### src/dqs_pkg.sv
`default_nettype none
// ----------------------------------------------------------------------------
// dqs_pkg
// Shared types and constants for the double-ended queue with search.
// ----------------------------------------------------------------------------
package dqs_pkg;

   // default ring depth
   localparam int CAPACITY_DEF = 32;

   // fixed field widths
   localparam int DATA_W   = 32;
   localparam int OPCODE_W = 3;
   localparam int STATUS_W = 2;
   localparam int POS_W    = 6;

   // operation codes carried on req_opcode
   typedef enum logic [OPCODE_W-1:0] {
      OP_PUSH_FRONT = 3'd0,
      OP_PUSH_BACK  = 3'd1,
      OP_POP_FRONT  = 3'd2,
      OP_POP_BACK   = 3'd3,
      OP_DUMP       = 3'd4,
      OP_SEARCH     = 3'd5
   } opcode_type;

   // result status codes
   typedef enum logic [STATUS_W-1:0] {
      STATUS_OK        = 2'd0,
      STATUS_UNDERFLOW = 2'd1,
      STATUS_FULL      = 2'd2,
      STATUS_NOT_FOUND = 2'd3
   } status_type;

   // sequencer states
   typedef enum logic [1:0] {
      ST_IDLE,
      ST_EXEC,
      ST_READ,
      ST_CHECK
   } state_type;

endpackage : dqs_pkg
`default_nettype wire

### src/dqs_store.sv
`default_nettype none
// ----------------------------------------------------------------------------
// dqs_store
// Ring entry memory: one write port, one read port, registered read data.
// ----------------------------------------------------------------------------
module dqs_store #(
   parameter int DEPTH  = dqs_pkg::CAPACITY_DEF,
   parameter int ADDR_W = $clog2(DEPTH)
) (
   input  wire logic                      clock,
   input  wire logic                      wr_en,
   input  wire logic [ADDR_W-1:0]         wr_addr,
   input  wire logic [dqs_pkg::DATA_W-1:0] wr_data,
   input  wire logic                      rd_en,
   input  wire logic [ADDR_W-1:0]         rd_addr,
   output logic      [dqs_pkg::DATA_W-1:0] rd_data
);
   import dqs_pkg::*;

   logic [DATA_W-1:0] entry_mem [DEPTH];
   logic [DATA_W-1:0] rd_data_ff;

   // write the entry
   always_ff @(posedge clock) begin
      if (wr_en) begin
         entry_mem[wr_addr] <= wr_data;
      end
   end

   // read the entry; hold the data between reads
   always_ff @(posedge clock) begin
      if (rd_en) begin
         rd_data_ff <= entry_mem[rd_addr];
      end
   end

   assign rd_data = rd_data_ff;

endmodule : dqs_store
`default_nettype wire

### src/dqs_ctrl.sv
`default_nettype none
// ----------------------------------------------------------------------------
// dqs_ctrl
// Operation sequencer: ring pointers, walk over the entry memory for dump and
// search, and the result register.
// ----------------------------------------------------------------------------
module dqs_ctrl #(
   parameter int CAPACITY = dqs_pkg::CAPACITY_DEF,
   parameter int IDX_W    = $clog2(CAPACITY),
   parameter int CNT_W    = $clog2(CAPACITY + 1)
) (
   input  wire logic                          clock,
   input  wire logic                          reset,
   // request beat
   input  wire logic                          req_valid,
   output logic                               req_ready,
   input  wire logic [dqs_pkg::OPCODE_W-1:0]  req_opcode,
   input  wire logic [dqs_pkg::DATA_W-1:0]    req_value,
   // result beat
   output logic                               rsp_valid,
   input  wire logic                          rsp_ready,
   output logic      [dqs_pkg::STATUS_W-1:0]  rsp_status,
   output logic      [dqs_pkg::POS_W-1:0]     rsp_position,
   output logic      [dqs_pkg::DATA_W-1:0]    rsp_entry_data,
   output logic                               rsp_last,
   // entry memory
   output logic                               mem_wr_en,
   output logic      [IDX_W-1:0]              mem_wr_addr,
   output logic      [dqs_pkg::DATA_W-1:0]    mem_wr_data,
   output logic                               mem_rd_en,
   output logic      [IDX_W-1:0]              mem_rd_addr,
   input  wire logic [dqs_pkg::DATA_W-1:0]    mem_rd_data
);
   import dqs_pkg::*;

   localparam logic [IDX_W:0]   CAP_X    = (IDX_W+1)'(CAPACITY);
   localparam logic [IDX_W-1:0] LAST_IDX = IDX_W'(CAPACITY - 1);
   localparam logic [CNT_W-1:0] CAP_CNT  = CNT_W'(CAPACITY);

   state_type          state_ff, state_in;
   logic [OPCODE_W-1:0] op_ff, op_in;
   logic [DATA_W-1:0]  val_ff, val_in;
   logic [IDX_W-1:0]   front_ff, front_in;
   logic [CNT_W-1:0]   count_ff, count_in;
   logic [CNT_W-1:0]   idx_ff, idx_in;
   logic [IDX_W-1:0]   slot_ff, slot_in;

   logic                rsp_valid_ff, rsp_valid_in;
   logic [STATUS_W-1:0] status_ff, status_in;
   logic [POS_W-1:0]    position_ff, position_in;
   logic [DATA_W-1:0]   data_ff, data_in;
   logic                last_ff, last_in;

   logic               out_free;
   logic               load;
   logic               full;
   logic               empty;
   logic [IDX_W-1:0]   front_dec;
   logic [IDX_W-1:0]   front_inc;
   logic [IDX_W-1:0]   slot_inc;
   logic [IDX_W:0]     back_sum;
   logic [IDX_W-1:0]   back_slot;
   logic [CNT_W-1:0]   idx_next;
   logic               last_entry;

   // ring pointer arithmetic
   always_comb begin
      out_free   = !rsp_valid_ff || rsp_ready;
      full       = (count_ff == CAP_CNT);
      empty      = (count_ff == '0);
      front_dec  = (front_ff == '0) ? LAST_IDX : front_ff - 1'b1;
      front_inc  = (front_ff == LAST_IDX) ? '0 : front_ff + 1'b1;
      slot_inc   = (slot_ff == LAST_IDX) ? '0 : slot_ff + 1'b1;
      back_sum   = (IDX_W+1)'(front_ff) + (IDX_W+1)'(count_ff);
      back_slot  = (back_sum >= CAP_X) ? IDX_W'(back_sum - CAP_X) : IDX_W'(back_sum);
      idx_next   = idx_ff + 1'b1;
      last_entry = (idx_next == count_ff);
   end

   // next state, pointer updates and result loading
   always_comb begin
      state_in    = state_ff;
      op_in       = op_ff;
      val_in      = val_ff;
      front_in    = front_ff;
      count_in    = count_ff;
      idx_in      = idx_ff;
      slot_in     = slot_ff;
      load        = 1'b0;
      status_in   = STATUS_OK;
      position_in = '0;
      data_in     = '0;
      last_in     = 1'b1;
      mem_wr_en   = 1'b0;
      mem_wr_addr = back_slot;
      mem_wr_data = val_ff;
      mem_rd_en   = 1'b0;
      mem_rd_addr = slot_ff;
      req_ready   = (state_ff == ST_IDLE);

      case (state_ff)
         ST_IDLE: begin
            // latch the beat; drop unused opcodes
            if (req_valid) begin
               op_in  = req_opcode;
               val_in = req_value;
               if (req_opcode <= OP_SEARCH) begin
                  state_in = ST_EXEC;
               end
            end
         end

         ST_EXEC: begin
            if (op_ff == OP_PUSH_FRONT || op_ff == OP_PUSH_BACK) begin
               if (out_free) begin
                  load     = 1'b1;
                  state_in = ST_IDLE;
                  if (full) begin
                     status_in = STATUS_FULL;
                  end else begin
                     mem_wr_en = 1'b1;
                     count_in  = count_ff + 1'b1;
                     if (op_ff == OP_PUSH_FRONT) begin
                        mem_wr_addr = front_dec;
                        front_in    = front_dec;
                     end
                  end
               end
            end else if (empty) begin
               // underflow on pops, dump and search
               if (out_free) begin
                  load      = 1'b1;
                  status_in = STATUS_UNDERFLOW;
                  state_in  = ST_IDLE;
               end
            end else if (op_ff == OP_POP_FRONT || op_ff == OP_POP_BACK) begin
               if (out_free) begin
                  load     = 1'b1;
                  state_in = ST_IDLE;
                  count_in = count_ff - 1'b1;
                  if (op_ff == OP_POP_FRONT) begin
                     front_in = front_inc;
                  end
               end
            end else begin
               // start the walk at the front entry
               idx_in   = '0;
               slot_in  = front_ff;
               state_in = ST_READ;
            end
         end

         ST_READ: begin
            mem_rd_en = 1'b1;
            state_in  = ST_CHECK;
         end

         ST_CHECK: begin
            if (op_ff == OP_DUMP) begin
               // emit one entry per beat
               if (out_free) begin
                  load    = 1'b1;
                  data_in = mem_rd_data;
                  last_in = last_entry;
                  if (last_entry) begin
                     state_in = ST_IDLE;
                  end else begin
                     idx_in   = idx_next;
                     slot_in  = slot_inc;
                     state_in = ST_READ;
                  end
               end
            end else if (mem_rd_data == val_ff) begin
               if (out_free) begin
                  load        = 1'b1;
                  position_in = POS_W'(idx_next);
                  state_in    = ST_IDLE;
               end
            end else if (last_entry) begin
               if (out_free) begin
                  load      = 1'b1;
                  status_in = STATUS_NOT_FOUND;
                  state_in  = ST_IDLE;
               end
            end else begin
               idx_in   = idx_next;
               slot_in  = slot_inc;
               state_in = ST_READ;
            end
         end

         default: begin
            state_in = ST_IDLE;
         end
      endcase

      rsp_valid_in = load ? 1'b1 : (rsp_ready ? 1'b0 : rsp_valid_ff);
   end

   // control registers
   always_ff @(posedge clock) begin
      if (reset) begin
         state_ff     <= ST_IDLE;
         front_ff     <= '0;
         count_ff     <= '0;
         rsp_valid_ff <= 1'b0;
      end else begin
         state_ff     <= state_in;
         front_ff     <= front_in;
         count_ff     <= count_in;
         rsp_valid_ff <= rsp_valid_in;
      end
   end

   // payload registers
   always_ff @(posedge clock) begin
      op_ff   <= op_in;
      val_ff  <= val_in;
      idx_ff  <= idx_in;
      slot_ff <= slot_in;
      if (load) begin
         status_ff   <= status_in;
         position_ff <= position_in;
         data_ff     <= data_in;
         last_ff     <= last_in;
      end
   end

   assign rsp_valid      = rsp_valid_ff;
   assign rsp_status     = status_ff;
   assign rsp_position   = position_ff;
   assign rsp_entry_data = data_ff;
   assign rsp_last       = last_ff;

endmodule : dqs_ctrl
`default_nettype wire

### src/deque_with_search.sv
`default_nettype none
// ----------------------------------------------------------------------------
// deque_with_search
// Bounded double-ended queue of signed 32-bit values with dump and search.
// ----------------------------------------------------------------------------
// The queue lives in a CAPACITY-entry ring memory with registered read data.
// Push and pop latch the request beat, then update the pointers and write the
// memory. Dump and search walk the memory from the front, reading each entry
// and then comparing or emitting it; dump delivers one result beat per entry.
// Every request beat except opcodes 6 and 7 gives results, with rsp_last on
// the final one; 6 and 7 are dropped. A pending result sits in an output
// register, so a new beat is taken while the previous result waits.
// ----------------------------------------------------------------------------
module deque_with_search #(
   parameter int CAPACITY = dqs_pkg::CAPACITY_DEF
) (
   input  wire logic                                clock,
   input  wire logic                                reset,
   input  wire logic                                req_valid,
   output logic                                     req_ready,
   input  wire logic        [dqs_pkg::OPCODE_W-1:0] req_opcode,
   input  wire logic signed [dqs_pkg::DATA_W-1:0]   req_value,
   output logic                                     rsp_valid,
   input  wire logic                                rsp_ready,
   output logic             [dqs_pkg::STATUS_W-1:0] rsp_status,
   output logic             [dqs_pkg::POS_W-1:0]    rsp_position,
   output logic signed      [dqs_pkg::DATA_W-1:0]   rsp_entry_data,
   output logic                                     rsp_last
);
   import dqs_pkg::*;

   localparam int IDX_W = $clog2(CAPACITY);
   localparam int CNT_W = $clog2(CAPACITY + 1);

   logic              mem_wr_en;
   logic [IDX_W-1:0]  mem_wr_addr;
   logic [DATA_W-1:0] mem_wr_data;
   logic              mem_rd_en;
   logic [IDX_W-1:0]  mem_rd_addr;
   logic [DATA_W-1:0] mem_rd_data;
   logic [DATA_W-1:0] entry_data;

   // sequencer
   dqs_ctrl #(
      .CAPACITY (CAPACITY),
      .IDX_W    (IDX_W),
      .CNT_W    (CNT_W)
   ) u_ctrl (
      .clock          (clock),
      .reset          (reset),
      .req_valid      (req_valid),
      .req_ready      (req_ready),
      .req_opcode     (req_opcode),
      .req_value      (req_value),
      .rsp_valid      (rsp_valid),
      .rsp_ready      (rsp_ready),
      .rsp_status     (rsp_status),
      .rsp_position   (rsp_position),
      .rsp_entry_data (entry_data),
      .rsp_last       (rsp_last),
      .mem_wr_en      (mem_wr_en),
      .mem_wr_addr    (mem_wr_addr),
      .mem_wr_data    (mem_wr_data),
      .mem_rd_en      (mem_rd_en),
      .mem_rd_addr    (mem_rd_addr),
      .mem_rd_data    (mem_rd_data)
   );

   // ring memory
   dqs_store #(
      .DEPTH  (CAPACITY),
      .ADDR_W (IDX_W)
   ) u_store (
      .clock   (clock),
      .wr_en   (mem_wr_en),
      .wr_addr (mem_wr_addr),
      .wr_data (mem_wr_data),
      .rd_en   (mem_rd_en),
      .rd_addr (mem_rd_addr),
      .rd_data (mem_rd_data)
   );

   assign rsp_entry_data = $signed(entry_data);

endmodule : deque_with_search
`default_nettype wire

### config.mk
export PLATFORM = sky130hd
export DESIGN_NAME = deque_with_search
export DESIGN_NICKNAME = d
export VERILOG_FILES = /design/src/dqs_pkg.sv /design/src/dqs_store.sv /design/src/dqs_ctrl.sv /design/src/deque_with_search.sv
export SDC_FILE = /design/constraint.sdc
export NUM_CORES = 1
export LEC_CHECK = 0
export BUFFER_PORTS_ARGS = -buffer_cell sky130_fd_sc_hd__clkbuf_2
export CELL_PAD_IN_SITES_DETAIL_PLACEMENT = 1
export CELL_PAD_IN_SITES_GLOBAL_PLACEMENT = 1
export CORE_AREA = 2 2 245 427
export CTS_CLUSTER_SIZE = 12
export DETAILED_ROUTE_END_ITERATION = 8
export DIE_AREA = 0 0 247 429
export GPL_ROUTABILITY_DRIVEN = 0
export PLACE_DENSITY_LB_ADDON = 0.05
export SETUP_SLACK_MARGIN = 0.02
export SLEW_MARGIN = 10
export SYNTH_ARGS = -nofsm -noshare
export SYNTH_HDL_FRONTEND = slang
export SYNTH_SLANG_ARGS = --single-unit
### constraint.sdc
create_clock -name clock -period 6.4 [get_ports clock]
set_input_delay 0.96 -clock clock [delete_from_list [all_inputs] [get_ports clock]]
set_output_delay 0.96 -clock clock [all_outputs]
set_load 0.02 [all_outputs]
==> flow_summary.json <==
{
  "outcome": "completed",
  "grt_remaining_overflow": 0,
  "setup_viol": 0,
  "final_nets": 2620,
  "drtAntennaViolNets": 0,
  "clkTransAtPathRegs_ns": 0.06,
  "relSlewSlack_pct": 12.6,
  "finClkSkew_ns": 0.0329,
  "hpwl_mm": 78.0,
  "fin_crit_ns": 4.13,
  "cts-hold-fix-buffers": 0,
  "synthArstFlopShare_pct": 0,
  "vias": 24200,
  "cp-end-kind": "flip-flop",
  "htreeDepth": 3,
  "synthTopCellsByCount": "1143 x edfxtp_1, 160 x mux4_2, 145 x mux2i_1, 118 x nand2_1, 80 x clkbuf_1",
  "yosysTopAreaCellShare_pct": 75.0,
  "drive_gt1_share_pct": 22.9,
  "stdcell_count": 3934,
  "dp_cells": 3788,
  "synth-edff-count": 1143,
  "fillCellCount": 9209,
  "tightest_slew_ns": 1.31,
  "numPortBuffers": 81,
  "ir_drop_mv": 0.217,
  "register_area_um2": 34600,
  "yosysMostFrequentCell": "edfxtp_1",
  "die_h_um": 429,
  "maxCapViolCount": 0,
  "grt_usage_pct": 25.9,
  "rsz0062_at_grt": "no",
  "multi_input_area_um2": 10700,
  "wl_per_cell_um": 34.4,
  "path_class": "flip-flop to flip-flop",
  "dieArea_um2": 106000,
  "rows": 155,
  "max_freq_mhz": 242,
  "avgSynthCellArea_um2": 19.0,
  "setup.worst_path.start_class": "flip-flop",
  "via_per_inst": 6.15,
  "yosysWarnings": 0,
  "routed_wl_mm": 135,
  "io_pins": 82,
  "cts_tree": "built",
  "arrival_ns": 4.47,
  "slew_violations": 0,
  "finalCritPeriodShare_pct": 64.6,
  "grt_pass1_vias": 25700,
  "grt_first_pass_wirelength_mm": 192,
  "dr.pass1.iters": 5,
  "antenna_found_initial": 2,
  "fp.dieW_um": 247,
  "cts.sinks": 1157,
  "area_growth_pct": 12.2,
  "syn_area_um2": 45700,
  "ys_seq_area_share_pct": 75.6,
  "syn_nets": 2461,
  "synthTopCellsByArea": "edfxtp_1 75%, mux4_2 7.9%, mux2i_1 3.2%, o221ai_1 1.4%, mux2_2 1.3%",
  "synth_cell_types": 65,
  "setup_tns_ns": 0,
  "cts_resized": 0,
  "yosysTopAreaCell": "edfxtp_1",
  "p_per_area_nw_per_um2": 300,
  "core-area_um2": 102000,
  "antenna_cells": 0,
  "clk_latency_ns": 0.71,
  "critPathRequiredTime_ns": 6.73,
  "synth_seq_cells": 1157,
  "drc": 0,
  "cp_max_fo": 39,
  "drtIter0Drc": 1761,
  "start_util_pct": 44.8,
  "cts_setup_buffers": 0,
  "min_path_type": "input port to flip-flop",
  "hold_viol": 0,
  "cts-root-buf": "clkbuf_16",
  "synth_cells": 2406,
  "reg2reg_slack_ns": 2.27,
  "grt_start_max_net_pins": 90,
  "clk_path_buf_depth": 3,
  "ys.flop_type": "edfxtp_1",
  "numCtsBuffers": 109,
  "p_leak_nw": 16.7
}
-- cell type report --
class,instances,share of cell area (%)
Clock buffer,133,5.61
Clock inverter,13,0.329
Inverter,13,0.0975
Multi-Input combinational cell,1098,20.9
Sequential cell,1157,67.4
Tap cell,1334,3.25
Timing Repair Buffer,186,2.45
-- metal layers --
metal	global-route usage (%)	vias up	share of wire, %
li1	-	10100	-
met1	32.1	13200	39
met2	46.6	712	54
met3	3.08	207	4.0
met4	8.81	2	3.3
met5	0	-	0.0096
-- where the power goes --
group	switching, mW	total, mW	internal (mW)
Sequential	0.108	8.61	8.50
Combinational	0.585	0.881	0.296
Clock	2.68	5.93	3.24
-- logic make-up (layout without fill, tap and decap cells) --
logic type	count (synthesis)	after routing	synth area share, %
multiplexers	358	358	12.4
AND/OR/NAND/NOR	356	356	3.83
XOR/XNOR	59	59	1.25
buffers and inverters	151	345	1.44
flip-flops	1157	1157	75.6
AO/OA/AOI/OAI	309	309	5.00
adder cells (fa/ha/maj)	16	16	0.470
-- placed cells by master, fill, tap and decap left out, types with 5 or more instances in the layout --
master and instances:
buf_12 5, o22ai_1 39, ha_1 14, nor3_1 15
buf_4 100, a31oi_1 6, and3_1 33, nand2_1 117
nor3_2 34, mux4_2 160, clkbuf_2 81, a211oi_1 36
xnor2_1 48, nand4_1 10, o221ai_1 72, a31o_2 26
o21ai_0 42, a21o_1 10, clkbuf_1 21, and2_1 35
nand2b_1 5, edfxtp_1 1143, xor2_1 7, dfxtp_1 14
clkbuf_16 112, nand3_1 37, mux2i_1 145, mux2_2 51
nor2_1 41, clkinv_2 5, a21oi_1 21, o22a_1 25
inv_1 12
-- critical path, stage by stage (launching register included) --
cell and delay [ns]:
edfxtp_1 0.79, xnor2_1 0.55, nand4_1 0.17, nor4_1 0.72, nand2_1 0.57, a31oi_4 0.35
buf_4 0.54
-- sequential cells by signal (all words and copies together), names as in the netlist --
signal and count:
u_ctrl.count_ff 6, u_ctrl.front_ff 5, u_ctrl.idx_ff 6, u_ctrl.mem_rd_addr 5
u_ctrl.mem_wr_data 32, u_ctrl.op_ff 3, u_ctrl.rsp_entry_data 32, u_ctrl.rsp_last 1
u_ctrl.rsp_position 6, u_ctrl.rsp_status 2, u_ctrl.rsp_valid 1, u_ctrl.state_ff 2
u_store.entry_mem 1024, u_store.rd_data 32
-- final timing paths --
path / cells past startpoint / startpoint / endpoint
max reg2reg: 6 / u_ctrl.mem_wr_data[16] / u_ctrl.rsp_entry_data[19]
min: 1 / req_value[13] / u_ctrl.mem_wr_data[13]
max: 6 / u_ctrl.mem_wr_data[16] / u_ctrl.rsp_entry_data[19]
min reg2reg: 2 / u_ctrl.front_ff[1] / u_ctrl.front_ff[1]
-- through the flow --
stage / hold WS, ns / instance area [µm²] / total power [mW] / worst slack, ns / utilization, %
final: 0.428 / 51300 / 15.4 / 2.27 / 50.2
after global routing: 0.396 / 51300 / 15.9 / 2.04 / 50.2
after CTS: 0.373 / 51300 / 15.6 / 2.26 / 50.2
after detailed placement: 0.579 / 48300 / 9.66 / 2.29 / 47.2
after global placement: 0.568 / 48300 / 9.63 / 2.39 / 47.2
after floorplan: 0.512 / 45700 / 9.27 / 1.58 / -
(Power assumes the default switching activity.)
